`src/sv/kwm_pkg.sv`:
```
// Shared constants, types and helper functions of the k-way ordered merge.
package kwm_pkg;

   // Sizing
   localparam int CHANNELS    = 8;
   localparam int FIFO_DEPTH  = 8;
   localparam int MAX_RESULTS = 64;
   localparam int QUEUE_DEPTH = 2;

   // Field widths
   localparam int CHANNEL_W = 3;
   localparam int ORDINAL_W = 64;
   localparam int PAYLOAD_W = 32;
   localparam int LENGTH_W  = 16;
   localparam int CFG_W     = 4;
   localparam int CFG_RESET = 8;

   // Derived widths
   localparam int CH_IDX_W = (CHANNELS > 1) ? $clog2(CHANNELS) : 1;
   localparam int PTR_W    = $clog2(FIFO_DEPTH);
   localparam int FILL_W   = $clog2(FIFO_DEPTH + 1);
   localparam int CNT_W    = $clog2(CHANNELS + 1);
   localparam int ADDR_W   = $clog2(CHANNELS * FIFO_DEPTH);
   localparam int RES_W    = (MAX_RESULTS > 1) ? $clog2(MAX_RESULTS) : 1;
   localparam int QPTR_W   = (QUEUE_DEPTH > 1) ? $clog2(QUEUE_DEPTH) : 1;
   localparam int QCNT_W   = $clog2(QUEUE_DEPTH + 1);

   typedef logic [CH_IDX_W-1:0] ch_idx_type;
   typedef logic [PTR_W-1:0]    ptr_type;
   typedef logic [FILL_W-1:0]   fill_type;
   typedef logic [CNT_W-1:0]    cnt_type;
   typedef logic [ADDR_W-1:0]   addr_type;
   typedef logic [RES_W-1:0]    res_cnt_type;
   typedef logic [QPTR_W-1:0]   qptr_type;
   typedef logic [QCNT_W-1:0]   qcnt_type;
   typedef logic [CFG_W-1:0]    cfg_type;

   // One stored record
   typedef struct packed {
      logic [ORDINAL_W-1:0] ordinal;
      logic [PAYLOAD_W-1:0] payload;
      logic [LENGTH_W-1:0]  length;
   } record_type;

   // Classified input beat, front to back
   typedef struct packed {
      logic                 known;
      logic [CHANNEL_W-1:0] channel;
      record_type           rec;
   } item_type;

   // Result beat
   typedef struct packed {
      logic       record_valid;
      record_type rec;
      logic       accepted;
      logic       overflow;
      logic       last;
   } result_type;

   typedef enum logic [2:0] {
      ST_IDLE,
      ST_STORE,
      ST_CHECK,
      ST_SCAN,
      ST_EMIT
   } kwm_state_type;

   // Circular FIFO pointer advance
   function automatic ptr_type next_ptr(input ptr_type p);
      ptr_type r;
      if (int'(p) >= FIFO_DEPTH - 1) begin
         r = '0;
      end else begin
         r = p + ptr_type'(1);
      end
      return r;
   endfunction

   // Flat store address of a channel's slot
   function automatic addr_type store_addr(input ch_idx_type ch, input ptr_type p);
      int a;
      a = int'(ch) * FIFO_DEPTH + int'(p);
      return addr_type'(a);
   endfunction

   // Effective channel count: zero acts as one, too large acts as CHANNELS
   function automatic cnt_type eff_count(input cfg_type cfg);
      cnt_type r;
      if (cfg == '0) begin
         r = cnt_type'(1);
      end else if (int'(cfg) > CHANNELS) begin
         r = cnt_type'(CHANNELS);
      end else begin
         r = cnt_type'(cfg);
      end
      return r;
   endfunction

endpackage

```
`src/sv/kwm_if.sv`:
```
// Request and response channel interfaces of the k-way ordered merge.
interface kwm_req_if;
   logic                          valid;
   logic                          ready;
   logic [kwm_pkg::CHANNEL_W-1:0] channel;
   logic [kwm_pkg::ORDINAL_W-1:0] ordinal;
   logic [kwm_pkg::PAYLOAD_W-1:0] payload;
   logic [kwm_pkg::LENGTH_W-1:0]  length;

   modport source (output valid, output channel, output ordinal, output payload,
                   output length, input ready);
   modport sink (input valid, input channel, input ordinal, input payload,
                 input length, output ready);
endinterface


```
`src/sv/kwm_front.sv`:
```
// Front end: accepts request beats, marks unknown channels, queues them for the back end.
module kwm_front (
   input  logic                clock,
   input  logic                reset,
   input  kwm_pkg::cnt_type    n_eff,
   kwm_req_if.sink             req_bus,
   output logic                q_valid,
   output kwm_pkg::item_type   q_item,
   input  logic                q_pop
);

   kwm_pkg::item_type q_ff [kwm_pkg::QUEUE_DEPTH];
   kwm_pkg::item_type q_in;
   kwm_pkg::qptr_type wr_ptr_ff, wr_ptr_in;
   kwm_pkg::qptr_type rd_ptr_ff, rd_ptr_in;
   kwm_pkg::qcnt_type count_ff, count_in;
   logic              push;
   logic              pop;

   // Classify the incoming beat
   always_comb begin
      q_in.known   = int'(req_bus.channel) < int'(n_eff);
      q_in.channel = req_bus.channel;
      q_in.rec.ordinal = req_bus.ordinal;
      q_in.rec.payload = req_bus.payload;
      q_in.rec.length  = req_bus.length;
   end

   assign req_bus.ready = int'(count_ff) < kwm_pkg::QUEUE_DEPTH;
   assign push          = req_bus.valid && req_bus.ready;
   assign pop           = q_pop && (count_ff != '0);
   assign q_valid       = count_ff != '0;
   assign q_item        = q_ff[rd_ptr_ff];

   // Pointer and count updates
   always_comb begin
      wr_ptr_in = wr_ptr_ff;
      rd_ptr_in = rd_ptr_ff;
      count_in  = count_ff;
      if (push) begin
         wr_ptr_in = (int'(wr_ptr_ff) == kwm_pkg::QUEUE_DEPTH - 1) ? '0
                     : wr_ptr_ff + kwm_pkg::qptr_type'(1);
      end
      if (pop) begin
         rd_ptr_in = (int'(rd_ptr_ff) == kwm_pkg::QUEUE_DEPTH - 1) ? '0
                     : rd_ptr_ff + kwm_pkg::qptr_type'(1);
      end
      if (push && !pop) begin
         count_in = count_ff + kwm_pkg::qcnt_type'(1);
      end else if (pop && !push) begin
         count_in = count_ff - kwm_pkg::qcnt_type'(1);
      end
   end

   always_ff @(posedge clock) begin
      if (reset) begin
         wr_ptr_ff <= '0;
         rd_ptr_ff <= '0;
         count_ff  <= '0;
      end else begin
         wr_ptr_ff <= wr_ptr_in;
         rd_ptr_ff <= rd_ptr_in;
         count_ff  <= count_in;
      end
   end

   // Queue storage
   always_ff @(posedge clock) begin
      if (push) begin
         q_ff[wr_ptr_ff] <= q_in;
      end
   end

endmodule

```
`src/flat_wrapper.sv`:
```
// flat-port wrapper written by rule: the top's interface ports become plain ports
module kwm_front_flat 
  (clock, reset, n_eff, q_valid, q_item, q_pop, req_bus_valid, req_bus_channel, req_bus_ordinal, req_bus_payload, req_bus_length, req_bus_ready);
  kwm_req_if req_bus_i ();
  input  logic clock;
  input  logic reset;
  input  kwm_pkg::cnt_type n_eff;
  output logic q_valid;
  output kwm_pkg::item_type q_item;
  input  logic q_pop;
  input wire logic [$bits(req_bus_i.valid)-1:0] req_bus_valid;
  input wire logic [$bits(req_bus_i.channel)-1:0] req_bus_channel;
  input wire logic [$bits(req_bus_i.ordinal)-1:0] req_bus_ordinal;
  input wire logic [$bits(req_bus_i.payload)-1:0] req_bus_payload;
  input wire logic [$bits(req_bus_i.length)-1:0] req_bus_length;
  output wire logic [$bits(req_bus_i.ready)-1:0] req_bus_ready;
  assign req_bus_i.valid = req_bus_valid;
  assign req_bus_i.channel = req_bus_channel;
  assign req_bus_i.ordinal = req_bus_ordinal;
  assign req_bus_i.payload = req_bus_payload;
  assign req_bus_i.length = req_bus_length;
  assign req_bus_ready = req_bus_i.ready;
  kwm_front u_core (.clock(clock), .reset(reset), .n_eff(n_eff), .req_bus(req_bus_i), .q_valid(q_valid), .q_item(q_item), .q_pop(q_pop));
endmodule
```
`config.mk`:
```
export PLATFORM = sky130hd
export DESIGN_NAME = kwm_front_flat
export DESIGN_NICKNAME = d
export VERILOG_FILES = /design/src/sv/kwm_pkg.sv /design/src/sv/kwm_if.sv /design/src/sv/kwm_front.sv /design/src/flat_wrapper.sv
export SDC_FILE = /design/constraint.sdc
export NUM_CORES = 1
export LEC_CHECK = 0
export ABC_AREA = 1
export ABC_CLOCK_PERIOD_IN_PS = 5780
export BUFFER_PORTS_ARGS = -buffer_cell sky130_fd_sc_hd__buf_2
export CAP_MARGIN = 40
export CORE_UTILIZATION = 40
export CTS_CLUSTER_DIAMETER = 60
export DETAILED_ROUTE_END_ITERATION = 6
export GPL_ROUTABILITY_DRIVEN = 0
export PLACE_DENSITY = 0.66
export SYNTH_ARGS = -nofsm -noshare
export SYNTH_HDL_FRONTEND = slang
export SYNTH_SLANG_ARGS = --single-unit
```
`constraint.sdc`:
```
create_clock -name clock -period 5.78 [get_ports clock]
set_input_delay 0 -clock clock [delete_from_list [all_inputs] [get_ports clock]]
set_output_delay 0 -clock clock [all_outputs]
set_load 0.02 [all_outputs]
```
==> results of run 1 <==
## sequential cells by signal (all words and copies together) (netlist names), named ones only
register,cells
u_core.wr_ptr_ff,1
u_core.rd_ptr_ff,1
u_core.count_ff,2
u_core.q_ff,232
## layout by cell type, fill, tap and decap left out, types with 2 or more instances in the layout
cell	synthesis	routed
nand2_1	9	9
inv_1	14	14
nand3_1	2	2
clkinv_1	0	5
ha_1	3	3
nor2_1	8	6
dfxtp_1	5	4
buf_16	0	2
dlygate4sd3_1	0	118
bufinv_16	0	2
clkinv_2	0	3
buf_4	0	3
clkbuf_16	0	25
mux2_4	40	40
mux2_2	76	76
nor2_4	0	2
clkbuf_1	0	6
buf_2	7	240
o21ai_0	2	2
a21oi_1	3	3
edfxtp_1	232	232
## synth_stat cells, types with 3 or more instances
library cell	n	share of area, %
edfxtp_1	232	79
mux2_2	76	9.7
nor2_1	8	0.34
buf_6	6	0.77
ha_1	3	0.43
buf_2	7	0.40
a21oi_1	3	0.17
dfxtp_1	5	1.1
nand2_1	9	0.38
inv_1	14	0.60
mux2_4	40	6.8
## worst min-delay path: stages
cell and delay (ns):
buf_2 0.10, inv_1 0.05, o21ai_0 0.06, nand2_1 0.09, a21oi_1 0.09
## layout make-up
| type | instances | area, sq um | share of cell area (%) |
|---|---|---|---|
| sequential | 237 | 7070 | 57.3 |
| multi-input combinational | 145 | 1620 | 13.1 |
| inverter | 14 | 52.6 | 0.426 |
| tap | 275 | 344 | 2.79 |
| clock inverter | 13 | 126 | 1.02 |
| timing repair buffer | 364 | 2480 | 20.1 |
| clock buffer | 31 | 648 | 5.25 |
## layer usage
metal	wire length, um	global-route usage (%)	vias to the layer above	share of wire (%)
met3	1120	3.06	39	6.4
met4	423	5.15	0	2.4
met2	9250	28.0	187	52
li1	-	-	2351	-
met1	6870	17.1	2439	39
met5	0	0	-	0
## what timing repair did
| action | 4_1_cts | 5_1_grt |
|---|---|---|
| endpoints found under the hold margin | 237 | 0 |
| hold buffers | 118 | 0 |
| endpoints found under the setup margin | 0 | 0 |
## power groups by stage
| stage | combinational (mW) | sequential, mW | clock (mW) |
|---|---|---|---|
| after floorplan | 0.974 | 2.30 | 0 |
| after global placement | 1.30 | 2.34 | 0 |
| after detailed placement | 1.39 | 2.31 | 0 |
| after CTS | 1.46 | 2.27 | 1.53 |
| after global routing | 1.54 | 2.29 | 1.60 |
| final | 1.45 | 2.27 | 1.50 |
## path summary, 6_finish.rpt
kind / from / to / slack (ns) / cells after the start
worst max register to register: u_core.count_ff[1] / u_core.q_ff[1][52] / 3.65 / 5
worst max-delay path: flop / q_item[23] / 3.56 / 3
worst min register to register: u_core.rd_ptr_ff / u_core.rd_ptr_ff / 0.50 / 2
worst min-delay path: n_eff[0] / u_core.q_ff[0][115] / 0.04 / 5
## cell families after synthesis
family | Yosys count
buf+inv | 27
flops | 237
mux | 116
simple gates | 21
fa+ha+maj | 3
compound gates | 5
==> impl_results.md, run 1 <==
- Status: completed
- TNS Setup: 0 ns
- CP max-delay cell: buf_4
- Power Total: 5.22 mW
- Minimum hold slack: 0.0447 ns
- Die ar.: 0.0227 sq mm
- Vias post-DR: 5016
- Post-Syn Area: 0.00883 sq mm
- Sink Count: 237
- Overall routing resource usage: 15.1%
- Final setup violation count: 0
- Fin cells: 1079
- Initial DRT Pass Iterations: 4
- WP data required: 5.78 ns
- Synth Register Bits: 237
- Starting DRT DRC Count: 222
- I/O pins: 241
- Largest family of logic cells by synthesized area: multiplexers
- Die H: 151 um
- CTS buffer count: 25
- CP Class: flop to output pin
- Post-synthesis simple-gate area fraction: 0.964%
- Clock group share of total power: 28.7%
- Worst Path Buf+Inv: 2
- Gate power share: 27.7%
- Largest net degree at the start of global routing: 84
- CP max stage delay: 0.69 ns
- RSZ-0062 raised after global routing: no
- Worst skew pair latency: 0.51 ns
- Min Tclk post-route: 2.22 ns
- VDD IR-drop max: 0.286 mV
- Switch Pwr: 1.52 mW
- Post-Syn Instances: 409
- Vias in the first global route: 5436
- Final worst-path setup slack: 3.56 ns
- Flop pwr share: 43.6%
- Initial Utilization: 41.3%
- Unique masters post-synth: 15
- Rows: 53
- DPL Wire Length: 10800 um
- Relative slew slack: 43.6%
- Aggregate global routing overflow: 0
- Final period utilization: 38.5%
- Fin. max-slew vios: 0
- Via/cell ratio: 4.65
- DRC: 0
- Min-Delay Path Class: input port to flop
- Finished Cell Area: 0.0123 sq mm
- Dpl ws: 3.65 ns
- CTS Buffer Depth: 3
- Post-Synth XOR/XNOR Area: 0%
- Post-CTS sizing: 0
- Die X: 151 um
- Startpoint types: flop
- CP Capture Type: output pin
- Leak: 4.76 nW
- Mapped Nets: 535
- WL per Instance: 16.4 um
- Final Net Count: 913
- Compound-cell area share of the yosys netlist: 0.284%
- Hold Vio Cnt, Final: 0
- Finished Core Util: 57.8%
- Htree depth: 1
- Filler Cell Count: 1636
- Final WL: 17700 um
- Root Driver: clkbuf_16
- Initial antenna violation count: 0
- EDFF count, synth: 232
- Max Clk Rate: 0.450 GHz
- Sw frac: 29.2%
- Cell family with most CP delay: buffers and inverters
- Adder-Cell Fraction of Synth Area: 0.425%
- Mean area per synthesized cell: 21.6 sq um
- CTS tree: done
- Share of the yosys chip area belonging to registers: 80.1%
- Synth Flop Type: edfxtp_1
- Diodes inserted: 0
- Syn. warnings: 0
- Post-route ant nets: 0
- Max_cap viols: 0
- Worst EP arrival: 2.22 ns
- Synth async-reset ratio: 0%
- Placed insts: 917
- CP Max Fanout: 60
- Int Pwr: 3.69 mW
- Layout cells sized above 1: 49.5%
- Mux cell area share after synthesis: 16.5%
- Placed instance area: 0.0104 sq mm
- Layout Area Growth over Synthesis: 39.8%
- Slew @ Worst Pin: 0.846 ns
- Layout Skew: 0.00874 ns
- Worst-path cell chain: buf_4 > mux2_2 > buf_2
- Total core area: 0.0214 sq mm
- Worst-path clk slew: 0.06 ns
- First-pass GRT wire length: 26300 um
- Port bufs: 240
- Setup Buffers After CTS: 0
- Power Density: 423 mW/mm^2
Power figures use the tool's default switching activity.
==> run 2: changes to the inputs <==
ABC_AREA = 0   (was 1)
ABC_CLOCK_PERIOD_IN_PS = 2100   (was 5780)
PLACE_DENSITY = not set   (was 0.66)
clock period = 2.1 ns   (was 5.78 ns; I/O delays follow)
==> run 2 against run 1 <==
Effect of this change: critical path depth unchanged; sequential cell count unchanged; combinational power rose to 3.0 times the previous value; area after synthesis down 0.35%; wire length down 1.4%; clock power rose to 2.9 times the previous value; utilization up 0.63 points.
==> impl_results.md, run 2 <==
- Final period utilization: 89.8%
- Via/cell ratio: 4.58 (-1.5%)
- WP data required: 2.10 ns (-3.68 ns)
- Commonest non-fill, non-tap cells in the layout: 240 x buf_2, 232 x edfxtp_1, 119 x dlygate4sd3_1, 76 x mux2_2, 40 x mux2_4
- Finished Cell Area: 0.0124 sq mm (+0.77%)
- Vias post-DR: 4891 (-2.5%)
- Startpoint types: flop
- Sw frac: 29.1% (-0.14 points)
- Diodes inserted: 0 (unchanged)
- EDFF count, synth: 232 (unchanged)
- Synth Register Bits: 237 (unchanged)
- Port bufs: 240 (unchanged)
- Final setup violation count: 0 (unchanged)
- CP Class: flop to output pin
- First-pass GRT wire length: 25900 um (-1.8%)
- Rows: 53 (unchanged)
- Largest register FFs: 232 (unchanged)
- Die H: 150 um (-0.17%)
- Worst skew pair latency: 0.51 ns (about the same)
- Die ar.: 0.0226 sq mm (-0.35%)
- Overall routing resource usage: 15.0% (-0.10 points)
- Layout Skew: 0.00783 ns (-0.000910 ns)
- Share of the yosys chip area belonging to registers: 80.4% (+0.28 points)
- CTS tree: done
- Placed insts: 901 (-1.7%)
- Int Pwr: 10.7 mW (+190%)
- Biggest register: u_core.q_ff
- Initial DRT Pass Iterations: 4 (unchanged)
- CP Capture Type: output pin
- Commonest non-fill, non-tap cell in the layout: buf_2
- Synth area leaders: edfxtp_1 79%, mux2_2 9.7%, mux2_4 6.8%
- CP max stage delay: 0.50 ns (-0.19 ns)
- Post-Syn Area: 0.00879 sq mm (-0.35%)
- VDD IR-drop max: 1.13 mV (+300%)
- Worst-path clk slew: 0.06 ns (about the same)
- CP max-delay cell: dfxtp_4
- Sink Count: 237 (unchanged)
- TNS Setup: 0 ns (unchanged)
- Layout Area Growth over Synthesis: 41.4%
- Vias in the first global route: 5163 (-5.0%)
- Final WL: 17400 um (-1.4%)
- Fin cells: 1068 (-1.0%)
- Fin. max-slew vios: 0 (unchanged)
- Power Density: 1210 mW/mm^2 (+190%)
- Status: completed
- Max_cap viols: 0 (unchanged)
- Slew @ Worst Pin: 0.428 ns (-0.417 ns)
- Unique masters post-synth: 19 (+4)
- Worst-path cell chain: buf_12 > mux2_2 > buf_2
- CP Max Fanout: 37 (-38%)
- I/O pins: 241 (unchanged)
- Yosys top cell by area: edfxtp_1
- Most frequent cell after synthesis: edfxtp_1
- Post-Syn Instances: 392 (-4.2%)
- CTS buffer count: 26 (+4.0%)
- Leak: 4.78 nW (+0.26%)
- WL per Instance: 16.3 um (-0.40%)
- Max Clk Rate: 0.530 GHz
- Top Registers: u_core.q_ff (232), u_core.count_ff (2)
- Starting DRT DRC Count: 207 (-6.8%)
- Post-route ant nets: 0 (unchanged)
- Aggregate global routing overflow: 0 (unchanged)
- Hold Vio Cnt, Final: 0 (unchanged)
- Filler Cell Count: 1658 (+1.3%)
- Final Net Count: 899 (-1.5%)
- Layout cells sized above 1: 51.1% (+1.6 points)
- Relative slew slack: 71.4% (+28 points)
- CTS Buffer Depth: 3 (unchanged)
- Initial Utilization: 41.3% (about the same)
- Largest net degree at the start of global routing: 71 (-15%)
- Post-synth top cells: 232 x edfxtp_1, 76 x mux2_2, 40 x mux2_4
- Synth Flop Type: edfxtp_1
- Root Driver: clkbuf_16
- Post-CTS sizing: 0 (unchanged)
- Flop pwr share: 41.9% (-1.7 points)
- Syn. warnings: 0 (unchanged)
- Min-Delay Path Class: input port to flop
- Gate power share: 28.9% (+1.2 points)
- Mean area per synthesized cell: 22.4 sq um (+4.0%)
- Total core area: 0.0213 sq mm (-0.31%)
- Htree depth: 1 (unchanged)
- Clock group share of total power: 29.2% (+0.5 points)
- Die X: 150 um (-0.17%)
- Min Tclk post-route: 1.89 ns
- DPL Wire Length: 10900 um (+0.67%)
- Worst EP arrival: 1.89 ns (-0.33 ns)
- DRC: 0 (unchanged)
- Placed instance area: 0.0104 sq mm (+0.14%)
- Synth async-reset ratio: 0% (unchanged)
- RSZ-0062 raised after global routing: no
- Switch Pwr: 4.39 mW (+190%)
- Initial antenna violation count: 0 (unchanged)
- Mapped Nets: 518 (-3.2%)
- Yosys top cell area share: 79.2% (+0.28 points)
[run 2: cell count changes after synthesis, moves of 3 or more]
cell	change
inv_1	-11
nand2_1	-9
nor2_1	-3
xor2_1	+3
[run 2: kinds of logic after synthesis]
family / share of synthesized area, %
DFF: 80.4
xor gates and xnor gates: 0.398
buffers and inverters: 1.29
and+or+nand+nor: 0.711
adders and majority gates: 0.427
AOI/OAI and AO/OA: 0.256
muxes: 16.6
[run 2: path summary, 6_finish.rpt]
check | cells past startpoint | slack, ns | to | from
min reg2reg | 2 | 0.52 | flop | u_core.rd_ptr_ff
max | 3 | 0.21 | q_item[112] | flop
min | 4 | 0.09 | u_core.q_ff[0][115] | n_eff[0]
max reg2reg | 3 | 0.55 | u_core.q_ff[1][97] | u_core.count_ff[1]
[run 2: layout make-up]
| class | instances | area (sq um) | share of cell area [%] |
|---|---|---|---|
| inverters | 3 | 11.3 | 0.0906 |
| clock inverters | 13 | 139 | 1.12 |
| repair buffers | 366 | 2530 | 20.4 |
| well taps | 275 | 344 | 2.77 |
| flip-flops and latches | 237 | 7070 | 56.9 |
| multi-input cells | 139 | 1630 | 13.1 |
| clock buffers | 35 | 706 | 5.67 |
[run 2: through the flow]
step / hold WS (ns) / utilization, % / total power [mW] / setup slack [ns]
after global placement: 0.189 / 48.9 / 10.6 / 0.611
final: 0.0916 / 58.4 / 15.1 / 0.214
after detailed placement: 0.191 / 48.9 / 10.7 / 0.561
after CTS: 0.0740 / 58.4 / 15.3 / 0.157
after floorplan: 0.0617 / - / 9.30 / -0.576
after global routing: 0.0967 / 58.4 / 15.7 / 0.117
[run 2: worst max-delay path: cells and delay by family (launching register included)]
family / cells / cell delay (ns)
DFF: 1 / 0.50
muxes: 1 / 0.38
buffers and inverters: 2 / 0.46
[run 2: timing repair]
| item | in CTS | in global routing |
|---|---|---|
| endpoints found under the hold margin | 237 | 0 |
| hold buffers | 119 | 0 |
| setup buffers | 0 | 0 |
[run 2: layer usage]
layer | wire (um) | GRT usage (%) | part of all wire, %
met1 | 7210 | 18.5 | 41
met5 | 0 | 0 | 0
met4 | 317 | 3.94 | 1.8
met3 | 1450 | 4.21 | 8.3
met2 | 8440 | 25.7 | 48
[run 2: power by group through the flow]
| stage | Clock (mW) | Sequential (mW) | Combinational (mW) |
|---|---|---|---|
| floorplan | 0 | 6.35 | 2.95 |
| global placement | 0 | 6.37 | 4.20 |
| detailed placement | 0 | 6.42 | 4.23 |
| CTS | 4.54 | 6.32 | 4.43 |
| global route | 4.71 | 6.38 | 4.65 |
| finish | 4.41 | 6.32 | 4.36 |
==> run 3: changes to the inputs <==
ABC_CLOCK_PERIOD_IN_PS = 2150   (was 2100)
CORE_MARGIN = 5   (was not set)
clock period = 2.15 ns   (was 2.1 ns; I/O delays follow)
==> run 3 against run 2 <==
Effect of this change: clock power rose by 2%; register-to-register slack better by 0.04 ns; clock skew fell by 0.0010 ns; worst setup slack got worse by 0.015 ns; total power shrank 0.93%; non-clock buffer count rose by 1; hold slack improved by 0.028 ns; wire length increased by 5.1%; critical path depth did not move; largest cell class unchanged; largest power group unchanged.
==> impl_results.md, run 3 (synthesis gave the netlist of run 2 again) <==
- CP max stage delay: 0.59 ns (+0.09 ns)
- Sink Count: 237 (unchanged)
- Slew @ Worst Pin: 0.400 ns (-0.0287 ns)
- First-pass GRT wire length: 27700 um (+7.2%)
- Worst-path clk slew: 0.06 ns (about the same)
- CTS tree: done
- Initial antenna violation count: 0 (unchanged)
- Startpoint types: flop
- Min-Delay Path Class: input port to flop
- Final setup violation count: 0 (unchanged)
- Top Registers: u_core.q_ff (232), u_core.count_ff (2)
- Fin cells: 1070 (+0.19%)
- Vias post-DR: 4860 (-0.63%)
- Final Net Count: 899 (unchanged)
- WL per Instance: 17.1 um (+4.9%)
- Die H: 158 um (+5.3%)
- CP max-delay cell: dfxtp_4
- WP data required: 2.15 ns (+0.05 ns)
- Leak: 4.80 nW (+0.40%)
- Relative slew slack: 73.4% (+1.9 points)
- Post-route ant nets: 0 (unchanged)
- Layout Area Growth over Synthesis: 42.0%
- Final WL: 18300 um (+5.1%)
- CTS buffer count: 25 (-3.8%)
- Fin. max-slew vios: 0 (unchanged)
- Placed insts: 907 (+0.67%)
- Max_cap viols: 0 (unchanged)
- Worst-path cell chain: buf_12 > mux2_2 > buf_2
- Initial Utilization: 40.4% (-0.89 points)
- CP Capture Type: output pin
- CP Class: flop to output pin
- Initial DRT Pass Iterations: 4 (unchanged)
- DRC: 0 (unchanged)
- Die X: 158 um (+5.3%)
- Via/cell ratio: 4.54 (-0.82%)
- Filler Cell Count: 1673 (+0.90%)
- Dpl ws: 0.592 ns (+0.0317 ns)
- Layout Skew: 0.00679 ns (-0.00104 ns)
- Port bufs: 240 (unchanged)
- Biggest register: u_core.q_ff
- Rows: 54 (+1.9%)
- Finished Core Util: 57.4% (-1.0 points)
- Max Clk Rate: 0.513 GHz
- I/O pins: 241 (unchanged)
- Root Driver: clkbuf_16
- Final period utilization: 90.7%
- CTS Buffer Depth: 3 (unchanged)
- Largest register FFs: 232 (unchanged)
- Layout cells sized above 1: 51.9% (+0.83 points)
- Htree depth: 1 (unchanged)
- Commonest non-fill, non-tap cells in the layout: 240 x buf_2, 232 x edfxtp_1, 119 x dlygate4sd3_1, 76 x mux2_2, 40 x mux2_4
- Min Tclk post-route: 1.95 ns
- DPL Wire Length: 11700 um (+7.8%)
- Power Total: 14.9 mW (-0.93%)
- Die ar.: 0.0251 sq mm (+11%)
- Hold Vio Cnt, Final: 0 (unchanged)
- Diodes inserted: 0 (unchanged)
- Starting DRT DRC Count: 160 (-23%)
- Vias in the first global route: 5376 (+4.1%)
- Worst EP arrival: 1.95 ns (+0.06 ns)
- Final worst-path setup slack: 0.199 ns (-0.0153 ns)
- VDD IR-drop max: 0.790 mV (-30%)
- Aggregate global routing overflow: 0 (unchanged)
- Overall routing resource usage: 14.1% (-0.91 points)
- CP Max Fanout: 38 (+2.7%)
- Largest net degree at the start of global routing: 65 (-8.5%)
- Commonest non-fill, non-tap cell in the layout: buf_2
- RSZ-0062 raised after global routing: no
- Minimum hold slack: 0.120 ns (+0.0283 ns)
- Worst skew pair latency: 0.50 ns (about the same)
- Power Density: 1200 mW/mm^2 (-1.4%)
- Total core area: 0.0218 sq mm (+2.2%)
- Status: completed
-- run 3: repair_timing --
action                                 4_1_cts  5_1_grt
endpoints found under the hold margin      237        0
hold buffers                               119        0
setup buffers                                0        0
gates resized for setup                      0        0
-- run 3: metrics by stage --
step           instance area (sq um)  TNS [ns]
2_1_floorplan                   8810    -86.21
3_3_place_gp                   10400         0
3_5_place_dp                   10400         0
4_1_cts                        12500         0
5_1_grt                        12500         0
6_report                       12500         0
-- run 3: worst max-delay path, delay by kind of cell, from the launching register on --
family	cells	cell delay, ns
buffers and inverters	2	0.46
multiplexers	1	0.39
flip-flops	1	0.59
-- run 3: final cells by class --
cell class / instances / area [sq um] / area share (%)
Timing Repair Buffer: 367 / 2550 / 20.4
Multi-Input combinational cell: 139 / 1630 / 13.1
Inverter: 3 / 11.3 / 0.0902
Clock buffer: 28 / 637 / 5.10
Sequential cell: 237 / 7070 / 56.6
Tap cell: 280 / 350 / 2.81
Clock inverter: 16 / 234 / 1.87
-- run 3: power breakdown --
group          switching, mW  internal (mW)  total (mW)
Clock                   1.65           2.84        4.49
Combinational           2.40           1.85        4.26
Sequential             0.243           5.95        6.19
-- run 3: worst paths after layout --
check / slack, ns / start / to / cells past startpoint
setup / recovery: 0.20 / flop / q_item[9] / 3
hold / removal: 0.12 / n_eff[0] / u_core.q_ff[0][115] / 4
setup reg to reg: 0.59 / u_core.count_ff[1] / u_core.q_ff[1][59] / 3
hold reg to reg: 0.51 / u_core.rd_ptr_ff / u_core.rd_ptr_ff / 2
-- run 3: metal layers --
layer | GRT usage (%) | up-vias | wire length, um
li1 | - | 2306 | -
met1 | 17.3 | 2343 | 7290
met2 | 24.7 | 187 | 9010
met3 | 4.38 | 24 | 1750
met4 | 2.97 | 0 | 244
met5 | 0 | - | 0
